## src/hdl/utcj_pkg.sv

```systemverilog
package utcj_pkg;

    localparam int YEAR_W   = 12;
    localparam int MONTH_W  = 4;
    localparam int DAY_W    = 5;
    localparam int HOUR_W   = 5;
    localparam int MINUTE_W = 6;
    localparam int MSEC_W   = 16;
    localparam int OFFSET_W = 44;

    // day count: up to about 767k days, one more bit for the day-zero case
    localparam int DAYS_W   = 21;
    localparam int DOY_W    = 9;
    localparam int ELAPSED_W = 12;
    localparam int Q25_W    = 8;

    localparam int EPOCH_YEAR    = 2000;
    localparam int REF_OFFSET_MS = 43135816;
    localparam int MS_PER_DAY    = 86400000;
    localparam int MS_PER_HOUR   = 3600000;
    localparam int MS_PER_MINUTE = 60000;

    // reciprocal of 25 in q17, exact for operands below 43690
    localparam int RECIP25 = 5243;

    typedef logic [YEAR_W-1:0]    year_t;
    typedef logic [ELAPSED_W-1:0] elapsed_t;
    typedef logic [Q25_W-1:0]     q25_t;
    typedef logic [DOY_W-1:0]     doy_t;

    // per-year terms produced ahead of the day count
    typedef struct packed {
        elapsed_t elapsed;
        q25_t     year_q25;
        q25_t     cent_q25;
        q25_t     quad_q25;
    } year_terms_t;

    function automatic q25_t div25(input logic [YEAR_W-1:0] v);
        logic [YEAR_W+13-1:0] prod;
        begin
            prod = {13'd0, v} * (YEAR_W + 13)'(RECIP25);
            div25 = prod[YEAR_W+13-1:17];
        end
    endfunction

    // days before the month; month zero adds nothing, past twelve the full year
    function automatic doy_t days_before(input logic [MONTH_W-1:0] m);
        begin
            case (m)
                4'd0:    days_before = 9'd0;
                4'd1:    days_before = 9'd0;
                4'd2:    days_before = 9'd31;
                4'd3:    days_before = 9'd59;
                4'd4:    days_before = 9'd90;
                4'd5:    days_before = 9'd120;
                4'd6:    days_before = 9'd151;
                4'd7:    days_before = 9'd181;
                4'd8:    days_before = 9'd212;
                4'd9:    days_before = 9'd243;
                4'd10:   days_before = 9'd273;
                4'd11:   days_before = 9'd304;
                4'd12:   days_before = 9'd334;
                default: days_before = 9'd365;
            endcase
        end
    endfunction

endpackage

```

## src/hdl/utcj_date_if.sv

```systemverilog
interface utcj_date_if;
    import utcj_pkg::*;

    logic                valid;
    logic                ready;
    logic [YEAR_W-1:0]   calendar_year;
    logic [MONTH_W-1:0]  month_number;
    logic [DAY_W-1:0]    day_of_month;
    logic [HOUR_W-1:0]   hour_of_day;
    logic [MINUTE_W-1:0] minute_of_hour;
    logic [MSEC_W-1:0]   second_millis;

    modport source (
        output valid, calendar_year, month_number, day_of_month,
               hour_of_day, minute_of_hour, second_millis,
        input  ready
    );

    modport sink (
        input  valid, calendar_year, month_number, day_of_month,
               hour_of_day, minute_of_hour, second_millis,
        output ready
    );
endinterface

```

## src/hdl/utcj_offset_if.sv

```systemverilog
interface utcj_offset_if;
    import utcj_pkg::*;

    logic                       valid;
    logic                       ready;
    logic signed [OFFSET_W-1:0] tt_offset_millis;

    modport source (output valid, tt_offset_millis, input ready);
    modport sink (input valid, tt_offset_millis, output ready);
endinterface

```

## src/hdl/utcj_year_terms.sv

```systemverilog
module utcj_year_terms (
    input  utcj_pkg::year_t       year,
    output utcj_pkg::year_terms_t terms
);
    import utcj_pkg::*;

    elapsed_t           elapsed;
    logic [YEAR_W-1:0]  cent_arg;
    logic [YEAR_W-1:0]  quad_arg;

    always_comb
    begin
        if (year > YEAR_W'(EPOCH_YEAR))
        begin
            elapsed = ELAPSED_W'(year - YEAR_W'(EPOCH_YEAR));
        end
        else
        begin
            elapsed = '0;
        end
        // (n+99)/100 as ((n+99)>>2)/25, (n+399)/400 as ((n+399)>>4)/25
        cent_arg = YEAR_W'(({1'b0, elapsed} + 13'd99) >> 2);
        quad_arg = YEAR_W'(({1'b0, elapsed} + 13'd399) >> 4);

        terms.elapsed  = elapsed;
        terms.year_q25 = div25(year >> 2);
        terms.cent_q25 = div25(cent_arg);
        terms.quad_q25 = div25(quad_arg);
    end
endmodule

```

## src/hdl/utc_date_to_j2000_seconds.sv

```systemverilog
// channel     dir  payload                                         per request
// date_chan   in   year, month, day, hour, minute, second_millis   one date
// offset_chan out  tt_offset_millis (44 bit signed)                one offset
//
// four register stages: input, year terms, day count, result
// one date per cycle sustained while offset_chan.ready stays high
// rst_n clears the stage valid bits only; payload registers are not reset
// a stalled result holds the output register; upstream stages keep filling
// their empty slots, so ready drops only when all four stages hold a request
module utc_date_to_j2000_seconds #(
    parameter int YEAR_SPAN = 256
) (
    input logic         clk,
    input logic         rst_n,
    utcj_date_if.sink   date_chan,
    utcj_offset_if.source offset_chan
);
    import utcj_pkg::*;

    // last year honored; later years clamp to it
    localparam logic [13:0] TOP_YEAR = 14'(EPOCH_YEAR + YEAR_SPAN - 1);

    // stage valid bits and advance enables
    logic in_vld_reg, yt_vld_reg, dc_vld_reg, out_vld_reg;
    logic in_adv, yt_adv, dc_adv, out_adv;

    // input register
    year_t               year_reg;
    logic [MONTH_W-1:0]  month_reg;
    logic [DAY_W-1:0]    day_reg;
    logic [HOUR_W-1:0]   hour_reg;
    logic [MINUTE_W-1:0] minute_reg;
    logic [MSEC_W-1:0]   msec_reg;

    // year terms stage
    year_t               yt_year_reg;
    year_terms_t         yt_terms_reg;
    logic [MONTH_W-1:0]  yt_month_reg;
    logic [DAY_W-1:0]    yt_day_reg;
    logic [HOUR_W-1:0]   yt_hour_reg;
    logic [MINUTE_W-1:0] yt_minute_reg;
    logic [MSEC_W-1:0]   yt_msec_reg;

    // day count stage
    logic signed [DAYS_W-1:0] dc_days_reg;
    logic [HOUR_W-1:0]        dc_hour_reg;
    logic [MINUTE_W-1:0]      dc_minute_reg;
    logic [MSEC_W-1:0]        dc_msec_reg;

    // result register
    logic [OFFSET_W-1:0] offset_reg;

    year_t               year_clamped;
    year_terms_t         terms;

    logic [YEAR_W-3:0]    year_quarter;
    logic [ELAPSED_W-1:0] year_rem25;
    logic                 is_century;
    logic                 is_leap;
    doy_t                 doy;
    logic [DAYS_W-1:0]    elapsed_days;
    logic [9:0]           leap_count;
    logic [DAYS_W-1:0]    days_sum;
    logic signed [DAYS_W-1:0] days_next;

    logic signed [48:0]   day_ms;
    logic [26:0]          hour_ms;
    logic [21:0]          minute_ms;
    logic [OFFSET_W-1:0]  offset_next;

    // a stage moves when its successor is empty or moving on
    assign out_adv = !out_vld_reg || offset_chan.ready;
    assign dc_adv  = !dc_vld_reg  || out_adv;
    assign yt_adv  = !yt_vld_reg  || dc_adv;
    assign in_adv  = !in_vld_reg  || yt_adv;

    assign date_chan.ready = in_adv;

    assign offset_chan.valid            = out_vld_reg;
    assign offset_chan.tt_offset_millis = $signed(offset_reg);

    // year clamp and per-year quotients
    always_comb
    begin
        if ({2'b00, year_reg} > TOP_YEAR)
        begin
            year_clamped = TOP_YEAR[YEAR_W-1:0];
        end
        else
        begin
            year_clamped = year_reg;
        end
    end

    utcj_year_terms u_year_terms (
        .year  (year_clamped),
        .terms (terms)
    );

    // day count: leap rule, month table, elapsed years and leap days
    always_comb
    begin
        year_quarter = yt_year_reg[YEAR_W-1:2];
        year_rem25   = ELAPSED_W'(year_quarter)
                     - ELAPSED_W'({4'd0, yt_terms_reg.year_q25} * 12'd25);
        // year divisible by 100, and by 400 when also divisible by 16
        is_century   = (yt_year_reg[1:0] == 2'b00) && (year_rem25 == '0);
        is_leap      = (yt_year_reg[1:0] == 2'b00)
                     && (!is_century || (yt_year_reg[3:2] == 2'b00));

        doy = days_before(yt_month_reg);
        if ((yt_month_reg >= 4'd3) && is_leap)
        begin
            doy = doy + 9'd1;
        end

        elapsed_days = DAYS_W'({9'd0, yt_terms_reg.elapsed} * 21'd365);
        leap_count   = 10'(({1'b0, yt_terms_reg.elapsed} + 13'd3) >> 2)
                     - {2'b00, yt_terms_reg.cent_q25}
                     + {2'b00, yt_terms_reg.quad_q25};

        days_sum  = elapsed_days + DAYS_W'(doy) + DAYS_W'(leap_count)
                  + DAYS_W'(yt_day_reg);
        // day numbers start at one
        days_next = $signed(days_sum) - DAYS_W'(1);
    end

    // milliseconds, wrapping at the output width
    always_comb
    begin
        day_ms      = dc_days_reg * 28'sd86400000;
        hour_ms     = {22'd0, dc_hour_reg} * 27'(MS_PER_HOUR);
        minute_ms   = {16'd0, dc_minute_reg} * 22'(MS_PER_MINUTE);
        offset_next = day_ms[OFFSET_W-1:0]
                    + OFFSET_W'(hour_ms)
                    + OFFSET_W'(minute_ms)
                    + OFFSET_W'(dc_msec_reg)
                    - OFFSET_W'(REF_OFFSET_MS);
    end

    // stage valid bits
    always_ff @(posedge clk or negedge rst_n)
    begin
        if (!rst_n)
        begin
            in_vld_reg  <= 1'b0;
            yt_vld_reg  <= 1'b0;
            dc_vld_reg  <= 1'b0;
            out_vld_reg <= 1'b0;
        end
        else
        begin
            if (in_adv)
            begin
                in_vld_reg <= date_chan.valid;
            end
            if (yt_adv)
            begin
                yt_vld_reg <= in_vld_reg;
            end
            if (dc_adv)
            begin
                dc_vld_reg <= yt_vld_reg;
            end
            if (out_adv)
            begin
                out_vld_reg <= dc_vld_reg;
            end
        end
    end

    // payload registers
    always_ff @(posedge clk)
    begin
        if (in_adv && date_chan.valid)
        begin
            year_reg   <= date_chan.calendar_year;
            month_reg  <= date_chan.month_number;
            day_reg    <= date_chan.day_of_month;
            hour_reg   <= date_chan.hour_of_day;
            minute_reg <= date_chan.minute_of_hour;
            msec_reg   <= date_chan.second_millis;
        end
        if (yt_adv && in_vld_reg)
        begin
            yt_year_reg   <= year_clamped;
            yt_terms_reg  <= terms;
            yt_month_reg  <= month_reg;
            yt_day_reg    <= day_reg;
            yt_hour_reg   <= hour_reg;
            yt_minute_reg <= minute_reg;
            yt_msec_reg   <= msec_reg;
        end
        if (dc_adv && yt_vld_reg)
        begin
            dc_days_reg   <= days_next;
            dc_hour_reg   <= yt_hour_reg;
            dc_minute_reg <= yt_minute_reg;
            dc_msec_reg   <= yt_msec_reg;
        end
        if (out_adv && dc_vld_reg)
        begin
            offset_reg <= offset_next;
        end
    end
endmodule

```

## src/flat_wrapper.sv

```systemverilog
// flat-port wrapper written by rule: the top's interface ports become plain ports
module utc_date_to_j2000_seconds_flat import utcj_pkg::*;
#(
    parameter int YEAR_SPAN = 256
)
  (clk, rst_n, date_chan_valid, date_chan_calendar_year, date_chan_month_number, date_chan_day_of_month, date_chan_hour_of_day, date_chan_minute_of_hour, date_chan_second_millis, date_chan_ready, offset_chan_valid, offset_chan_tt_offset_millis, offset_chan_ready);
  utcj_date_if date_chan_i ();
  utcj_offset_if offset_chan_i ();
  input logic clk;
  input logic rst_n;
  input wire logic [$bits(date_chan_i.valid)-1:0] date_chan_valid;
  input wire logic [$bits(date_chan_i.calendar_year)-1:0] date_chan_calendar_year;
  input wire logic [$bits(date_chan_i.month_number)-1:0] date_chan_month_number;
  input wire logic [$bits(date_chan_i.day_of_month)-1:0] date_chan_day_of_month;
  input wire logic [$bits(date_chan_i.hour_of_day)-1:0] date_chan_hour_of_day;
  input wire logic [$bits(date_chan_i.minute_of_hour)-1:0] date_chan_minute_of_hour;
  input wire logic [$bits(date_chan_i.second_millis)-1:0] date_chan_second_millis;
  output wire logic [$bits(date_chan_i.ready)-1:0] date_chan_ready;
  output wire logic [$bits(offset_chan_i.valid)-1:0] offset_chan_valid;
  output wire logic [$bits(offset_chan_i.tt_offset_millis)-1:0] offset_chan_tt_offset_millis;
  input wire logic [$bits(offset_chan_i.ready)-1:0] offset_chan_ready;
  assign date_chan_i.valid = date_chan_valid;
  assign date_chan_i.calendar_year = date_chan_calendar_year;
  assign date_chan_i.month_number = date_chan_month_number;
  assign date_chan_i.day_of_month = date_chan_day_of_month;
  assign date_chan_i.hour_of_day = date_chan_hour_of_day;
  assign date_chan_i.minute_of_hour = date_chan_minute_of_hour;
  assign date_chan_i.second_millis = date_chan_second_millis;
  assign date_chan_ready = date_chan_i.ready;
  assign offset_chan_valid = offset_chan_i.valid;
  assign offset_chan_tt_offset_millis = offset_chan_i.tt_offset_millis;
  assign offset_chan_i.ready = offset_chan_ready;
  utc_date_to_j2000_seconds #(.YEAR_SPAN(YEAR_SPAN)) u_core (.clk(clk), .rst_n(rst_n), .date_chan(date_chan_i), .offset_chan(offset_chan_i));
endmodule
```

## config.mk

```make
export PLATFORM = sky130hd
export DESIGN_NAME = utc_date_to_j2000_seconds_flat
export DESIGN_NICKNAME = d
export VERILOG_FILES = /design/src/hdl/utcj_pkg.sv /design/src/hdl/utcj_date_if.sv /design/src/hdl/utcj_offset_if.sv /design/src/hdl/utcj_year_terms.sv /design/src/hdl/utc_date_to_j2000_seconds.sv /design/src/flat_wrapper.sv
export SDC_FILE = /design/constraint.sdc
export NUM_CORES = 1
export LEC_CHECK = 0
export BUFFER_PORTS_ARGS = -buffer_cell sky130_fd_sc_hd__buf_2
export CORE_MARGIN = 3
export CORE_UTILIZATION = 55
export CTS_BUF_LIST = sky130_fd_sc_hd__clkbuf_2 sky130_fd_sc_hd__clkbuf_4 sky130_fd_sc_hd__clkbuf_8
export CTS_CLUSTER_DIAMETER = 50
export DETAILED_ROUTE_END_ITERATION = 7
export HOLD_SLACK_MARGIN = 0.05
export PLACE_DENSITY = 0.72
export SLEW_MARGIN = 15
export SYNTH_ARGS = -nofsm -noshare
export SYNTH_HDL_FRONTEND = slang
export SYNTH_SLANG_ARGS = --single-unit
export TNS_END_PERCENT = 5
```

## constraint.sdc

```tcl
create_clock -name clk -period 11.6 [get_ports clk]
set_input_delay 0.58 -clock clk [delete_from_list [all_inputs] [get_ports clk]]
set_output_delay 0.58 -clock clk [all_outputs]
set_load 0.01 [all_outputs]
```

=== Word level (Yosys, flattened, before mapping) ===
Memories as Yosys holds them, arrays and structs flattened. A register that Yosys moved wholly into a read port is not among the register bits.
Index checks and enable logic that the tools add are counted.

* Memories: 1
* ROM bits: 144
* Latch bits: 0
* RAM bits: 0
* Register bits after elaboration: 228
* Output and inout bits: 46

* Shifts and indexed selects: 0
* Bitwise logic cells: 0
* $add $sub $neg: 16
* $lt $le $gt $ge: 3
* Multipliers: 8
* Divide/modulo/power cells: 0
* Equal/unequal tests: 0
* Multiplexer cells: 4
* Reductions and logical operators: 20

{| class="wikitable"
|+ Memory list
! memory !! words !! width !! rd ports !! clocked after Yosys merged registers in !! write ports !! line !! text
|-
| (name not given) || 16 || 9 || 1 || 1 || 0 || utcj_pkg.sv:50 || <nowiki>case (m)</nowiki>
|}

{| class="wikitable"
|+ Operator list
! operator !! number
|-
| 44-bit by 16-bit adder with 44-bit output || 1
|-
| 44-bit by 22-bit adder with 44-bit output || 1
|-
| 44-bit by 27-bit adder with 44-bit output || 1
|-
| 44-bit by 26-bit subtractor with 44-bit output (second input constant) || 1
|-
| 21-bit by 18-bit multiplier with 34-bit output (second input constant) || 1
|-
| 11-bit by 13-bit multiplier with 24-bit output (second input constant) || 1
|-
| 12-bit two-way mux || 2
|-
| 10-bit by 13-bit multiplier with 23-bit output (second input constant) || 1
|-
| 9-bit by 13-bit multiplier with 22-bit output (second input constant) || 1
|-
| 21-bit by 10-bit adder with 21-bit output || 1
|-
| 21-bit by 5-bit adder with 21-bit output || 1
|-
| 21-bit by 9-bit adder with 21-bit output || 1
|-
| 12-bit by 9-bit multiplier with 21-bit output (second input constant) || 1
|-
| 21-bit by 2-bit subtractor with 21-bit output (second input constant) || 1
|-
| 5-bit by 15-bit multiplier with 20-bit output (second input constant) || 1
|-
| 6-bit by 11-bit multiplier with 17-bit output (second input constant) || 1
|-
| 12-bit by 7-bit adder with 13-bit output (second input constant) || 1
|-
| 12-bit by 9-bit adder with 13-bit output (second input constant) || 1
|-
| 12-bit by 2-bit adder with 12-bit output (second input constant) || 1
|-
| 12-bit by 11-bit > comparator with 1-bit output (second input constant) || 1
|-
| 12-bit > comparator (second input constant) || 1
|-
| 12-bit logical NOT || 1
|-
| 8-bit by 5-bit multiplier with 12-bit output (second input constant) || 1
|-
| 10-bit by 12-bit subtractor with 12-bit output || 1
|-
| 11 further kinds || 26
|}

=== Logic depth before layout (Yosys ltp) ===
* Word-level depth: 13
* Gate-level depth with buffers: 37
* Gate-level depth less buffers: 37

=== By module ===
From an unflattened synthesis, not the netlist that was laid out.

* Cell total of the unflattened synthesis: 3058
* Area total of the unflattened synthesis: 32179.6 um^2

{| class="wikitable"
|+ Modules (own cells, without submodules)
! module !! cells an instance !! area an instance (um^2) !! times used
|-
| utc_date_to_j2000_seconds || 2285 || 25016.5 || 1
|-
| utcj_year_terms || 773 || 7163.1 || 1
|}

=== Worst setup path after synthesis ===
Ideal clock, no wire load.

* Path kind: register -> register
* From: register u_core.yt_terms_reg[18] (netlist name)
* To: register u_core.dc_days_reg[18] (data pin)
* Data arrival time: 7.864 ns
* Stages on the path, launching flop included: 33
* Required time: 11.342 ns
* Clock period less this slack: 8.121 ns
* Path slack: 3.479 ns
* Library setup time: 0.258 ns
* Cells stage by stage: edfxtp_1 -> ha_1 -> fa_1 -> fa_1 -> inv_1 -> ha_1 -> a21oi_1 -> o21ai_2 -> a2111oi_4 -> nor3_1 -> nor4_4 -> nor2_1 -> xor2_1 -> fa_1 -> inv_1 -> fa_1 -> inv_1 -> ha_1 -> fa_1 -> inv_1 -> fa_1 -> inv_1 -> ha_1 -> nor2b_1 -> o21ai_0 -> a21boi_0 -> o21ai_0 -> a211oi_1 -> o31ai_1 -> o21ai_0 -> o21a_1 -> nor2_1 -> xnor2_1

* Longest elaborated chain between the ends: 13

{| class="wikitable"
|+ RTL lines
! item !! line !! text
|-
| start: declaration || utc_date_to_j2000_seconds.sv:37 || <nowiki>year_terms_t yt_terms_reg;</nowiki>
|-
| start signal: assignment || utc_date_to_j2000_seconds.sv:187 || <nowiki>yt_terms_reg <= terms;</nowiki>
|-
| 8-bit by 5-bit multiplier with 12-bit output || utc_date_to_j2000_seconds.sv:105 || <nowiki>- ELAPSED_W'({4'd0, yt_terms_reg.year_q25} * 12'd25);</nowiki>
|-
| 10-bit by 12-bit subtractor with 12-bit output || utc_date_to_j2000_seconds.sv:105 ||
|-
| 12-bit logical NOT || utc_date_to_j2000_seconds.sv:107 || <nowiki>is_century = (yt_year_reg[1:0] == 2'b00) && (year_rem25 == '0);</nowiki>
|-
| 1-bit logical AND || utc_date_to_j2000_seconds.sv:107 ||
|-
| 1-bit logical NOT || utc_date_to_j2000_seconds.sv:109 || <nowiki>&& (!is_century || (yt_year_reg[3:2] == 2'b00));</nowiki>
|-
| 1-bit logical OR || utc_date_to_j2000_seconds.sv:109 ||
|-
| 1-bit logical AND || utc_date_to_j2000_seconds.sv:109 ||
|-
| 1-bit logical AND || utc_date_to_j2000_seconds.sv:112 || <nowiki>if ((yt_month_reg >= 4'd3) && is_leap)</nowiki>
|-
| 9-bit two-way mux || utc_date_to_j2000_seconds.sv:112 ||
|-
| 21-bit by 9-bit adder with 21-bit output || utc_date_to_j2000_seconds.sv:122 || <nowiki>days_sum = elapsed_days + DAYS_W'(doy) + DAYS_W'(leap_count)</nowiki>
|-
| 21-bit by 10-bit adder with 21-bit output || utc_date_to_j2000_seconds.sv:122 ||
|-
| 21-bit by 5-bit adder with 21-bit output || utc_date_to_j2000_seconds.sv:123 || <nowiki>+ DAYS_W'(yt_day_reg);</nowiki>
|-
| 21-bit by 2-bit subtractor with 21-bit output || utc_date_to_j2000_seconds.sv:125 || <nowiki>days_next = $signed(days_sum) - DAYS_W'(1);</nowiki>
|-
| via u_core.days_next[18] || utc_date_to_j2000_seconds.sv:64 || <nowiki>logic signed [DAYS_W-1:0] days_next;</nowiki>
|-
| end signal: assignment || utc_date_to_j2000_seconds.sv:196 || <nowiki>dc_days_reg <= days_next;</nowiki>
|-
| end: declaration || utc_date_to_j2000_seconds.sv:45 || <nowiki>logic signed [DAYS_W-1:0] dc_days_reg;</nowiki>
|}

The timed path passes the listed nets, and every way through them passes these cells.
A chain may end at the register's enable or synchronous reset.

==> flow_summary.yaml <==
outcome:
  outcome: "finished, final reports clean"
cts:
  cts_tree: "done"
  cts_made_buffers: 43
  cts_resized: 0
  clk-insertion-delay-late_ps: 620
  cts_buffer_depth: 3
  clkSlewWorstSetupHoldPaths_ps: 60
  post_cts_buffers: 0
  cts-htree-levels: 2
  clock_sinks: 231
  holdBufCountCts: 1
  clockRootBuffer: "clkbuf_8"
timing:
  fin_skew_ps: 54.5
  final.setup.tns_ps: 0
  slew_headroom_pct: 34.4
  tightest_slew_ps: 983
  slew_violations: 0
  fin_crit_sh_pct: 80.8
  period_needed_ps: 9370
  rsz0062_at_grt: "no"
  timing_hold_violations_final: 0
  max_freq_mhz: 107
  setup_violations: 0
synth:
  synth_top_area_share_pct: 26.4
  synthTopCellsByCount: "775 x inv_1, 661 x ha_1, 365 x fa_1, 218 x edfxtp_1, 123 x xnor2_1"
  ys_seq_area_share_pct: 21.8
  synthArstFlopShare_pct: 1.73
  synth-seq-cells: 231
  synth_edf_count: 218
  synth_cell_types: 76
  syn_area_um2: 31300
  yosys_most_used_dff: "edfxtp_1"
  synth_area_leaders: "ha_1 26%, fa_1 23%, edfxtp_1 21%, inv_1 9.3%, xnor2_1 3.4%"
  syn_avg_cell_area_um2: 10.6
  synth_most_common_cell: "inv_1"
  synth_area_leader_cell: "ha_1"
  postSynthCellCount: 2965
  ys_warn_count: 0
detailed_routing:
  drc_errors: 0
  vias: 20100
  initialDrtViolationCount: 778
  via_per_inst: 5.18
  drtAntennaViolNets: 0
  finalWirelength_um: 59300
  wire_per_inst_um: 15.2
  first_pass_iters: 5
global_routing:
  antenna_found_initial: 0
  grt_usage_pct: 20.8
  grt_max_degree: 79
  grt_overflow_total: 0
  grt_pass1_vias: 21900
  grt_pass1_wl_um: 103000
die:
  ios: 98
  die_width_um: 245
  die_area_um2: 59800
  die_h_um: 245
  core-area_um2: 55700
  rows: 86
  initial_utilization_pct: 56.2
setup_path:
  endpoint_kind: "flop"
  reg2reg_slack_ps: 2230
  critPathArrivalTime_ps: 9710
  crit_type: "reg2reg"
  reg2reg_to: "u_core.yt_terms_reg[14]$_DFFE_PP_"
  startpoint_type: "flop"
  r2r_cells: 27
  cp_data_required_time_ps: 11940
  crit_fanout: 12
  r2r_start: "u_core.year_reg[9]$_DFFE_PP_"
cells_and_area:
  stdcell_count: 3887
  largest_reg_flops: 44
  syn_to_final_growth_pct: 7.46
  drive_gt1_share_pct: 6.88
  utilization_pct: 60.4
  antennaDiodeCount: 0
  nNetsFinal: 4185
  fill_cells: 4618
min_path:
  hold_path.class: "in2reg"
  hold_start: "date_chan_second_millis[15]"
  hold_depth: 1
  hold_end: "u_core.msec_reg[15]$_DFFE_PP_"
placed_design:
  dp_hpwl_um: 51100
  port-buffer-count: 97
  routabilityCongestion: 0.892
  dp.cells: 3809
job:
  cap_violations: 0
-- cells in the final DEF, fill, tap and decap left out, types with 6 or more instances in the layout --
master	instances
o211ai_1	7
o21ai_0	67
and3_1	9
nand2b_1	22
nor2_1	89
a21o_1	42
clkbuf_8	46
buf_2	97
or3_1	8
xnor2_1	123
a31oi_1	8
fa_1	365
nand4_1	12
nand2_1	101
clkinv_1	7
conb_1	6
and2_1	8
nor2b_1	18
inv_1	774
nand3_1	36
a21oi_1	108
and4_1	6
xor2_1	61
a211oi_1	16
a21boi_0	9
mux2i_1	11
clkbuf_4	14
nor3_1	30
o21bai_1	17
o31ai_1	9
o21a_1	14
ha_1	661
dfxtp_1	9
or2_2	12
edfxtp_1	218
-- metrics by stage --
stage               hold WS (ps)  worst slack, ps  instance area [um2]
floorplan                    284             3480                31300
detailed placement           397             2290                32700
global route                 117             1650                33600
global placement             386             2720                32700
finish                       163             2230                33600
CTS                          115             2290                33600
-- routing by layer --
layer / routed length [um] / track usage (%) / vias up / part of all wire [%]
li1: - / - / 9927 / -
met5: 0 / 0 / - / 0
met3: 1860 / 2.43 / 100 / 3.1
met2: 29900 / 37.7 / 319 / 50
met1: 26100 / 26.5 / 9795 / 44
met4: 1450 / 5.54 / 0 / 2.5
-- area by class of cell --
class                           count  area (um2)  share of cell area [%]
Inverter                          775        2910                    8.65
Tap cell                          748         936                    2.78
Clock buffer                       60         738                    2.19
Sequential cell                   231        6830                    20.3
Timing Repair Buffer              102         526                    1.56
Multi-Input combinational cell   1954       21600                    64.1
Clock inverter                     17         141                   0.420
-- critical path, stage by stage, from the launching register on --
cell	delay [ps]
edfxtp_1	470
or3_1	390
o21ai_1	630
nand2b_1	380
ha_1	370
and4_1	250
a41oi_1	690
nand2_1	210
nor2_1	460
xor2_1	510
fa_1	490
inv_1	110
fa_1	440
fa_1	510
fa_1	470
fa_1	520
inv_1	40
ha_1	290
a21o_1	190
a21o_1	170
a21oi_1	120
o21ai_0	90
a41oi_1	340
a211oi_1	200
o31a_1	320
o21ai_0	220
nand2b_1	100
xnor2_1	130
-- kinds of logic (layout without fill, tap and decap cells) --
family	count (synthesis)	after routing	share of synthesized area [%]
other cells	2	6	0.0240
simple gates	372	372	5.88
xor+xnor	185	185	5.22
compound gates	348	348	7.32
mux	17	17	0.588
fa+ha+maj	1026	1026	49.8
buf+inv	784	954	9.40
flops	231	231	21.8
-- worst max-delay path by stage --
stage                                 startpoint                                end  slack [ps]  cells after the start
2_1_floorplan  u_core.yt_terms_reg[18]$_DFFE_PP_   u_core.dc_days_reg[18]$_DFFE_PP_        3480                     32
3_3_place_gp       u_core.year_reg[10]$_DFFE_PP_  u_core.yt_terms_reg[14]$_DFFE_PP_        2720                     27
3_5_place_dp       u_core.year_reg[10]$_DFFE_PP_  u_core.yt_terms_reg[14]$_DFFE_PP_        2290                     27
4_1_cts            u_core.year_reg[10]$_DFFE_PP_  u_core.yt_terms_reg[14]$_DFFE_PP_        2290                     27
5_1_grt             u_core.year_reg[9]$_DFFE_PP_  u_core.yt_terms_reg[14]$_DFFE_PP_        1650                     27
6_report            u_core.year_reg[9]$_DFFE_PP_  u_core.yt_terms_reg[14]$_DFFE_PP_        2230                     27
Power is not shown: default switching activity piles up to over one toggle a cycle in this logic, so the estimate is an artifact.
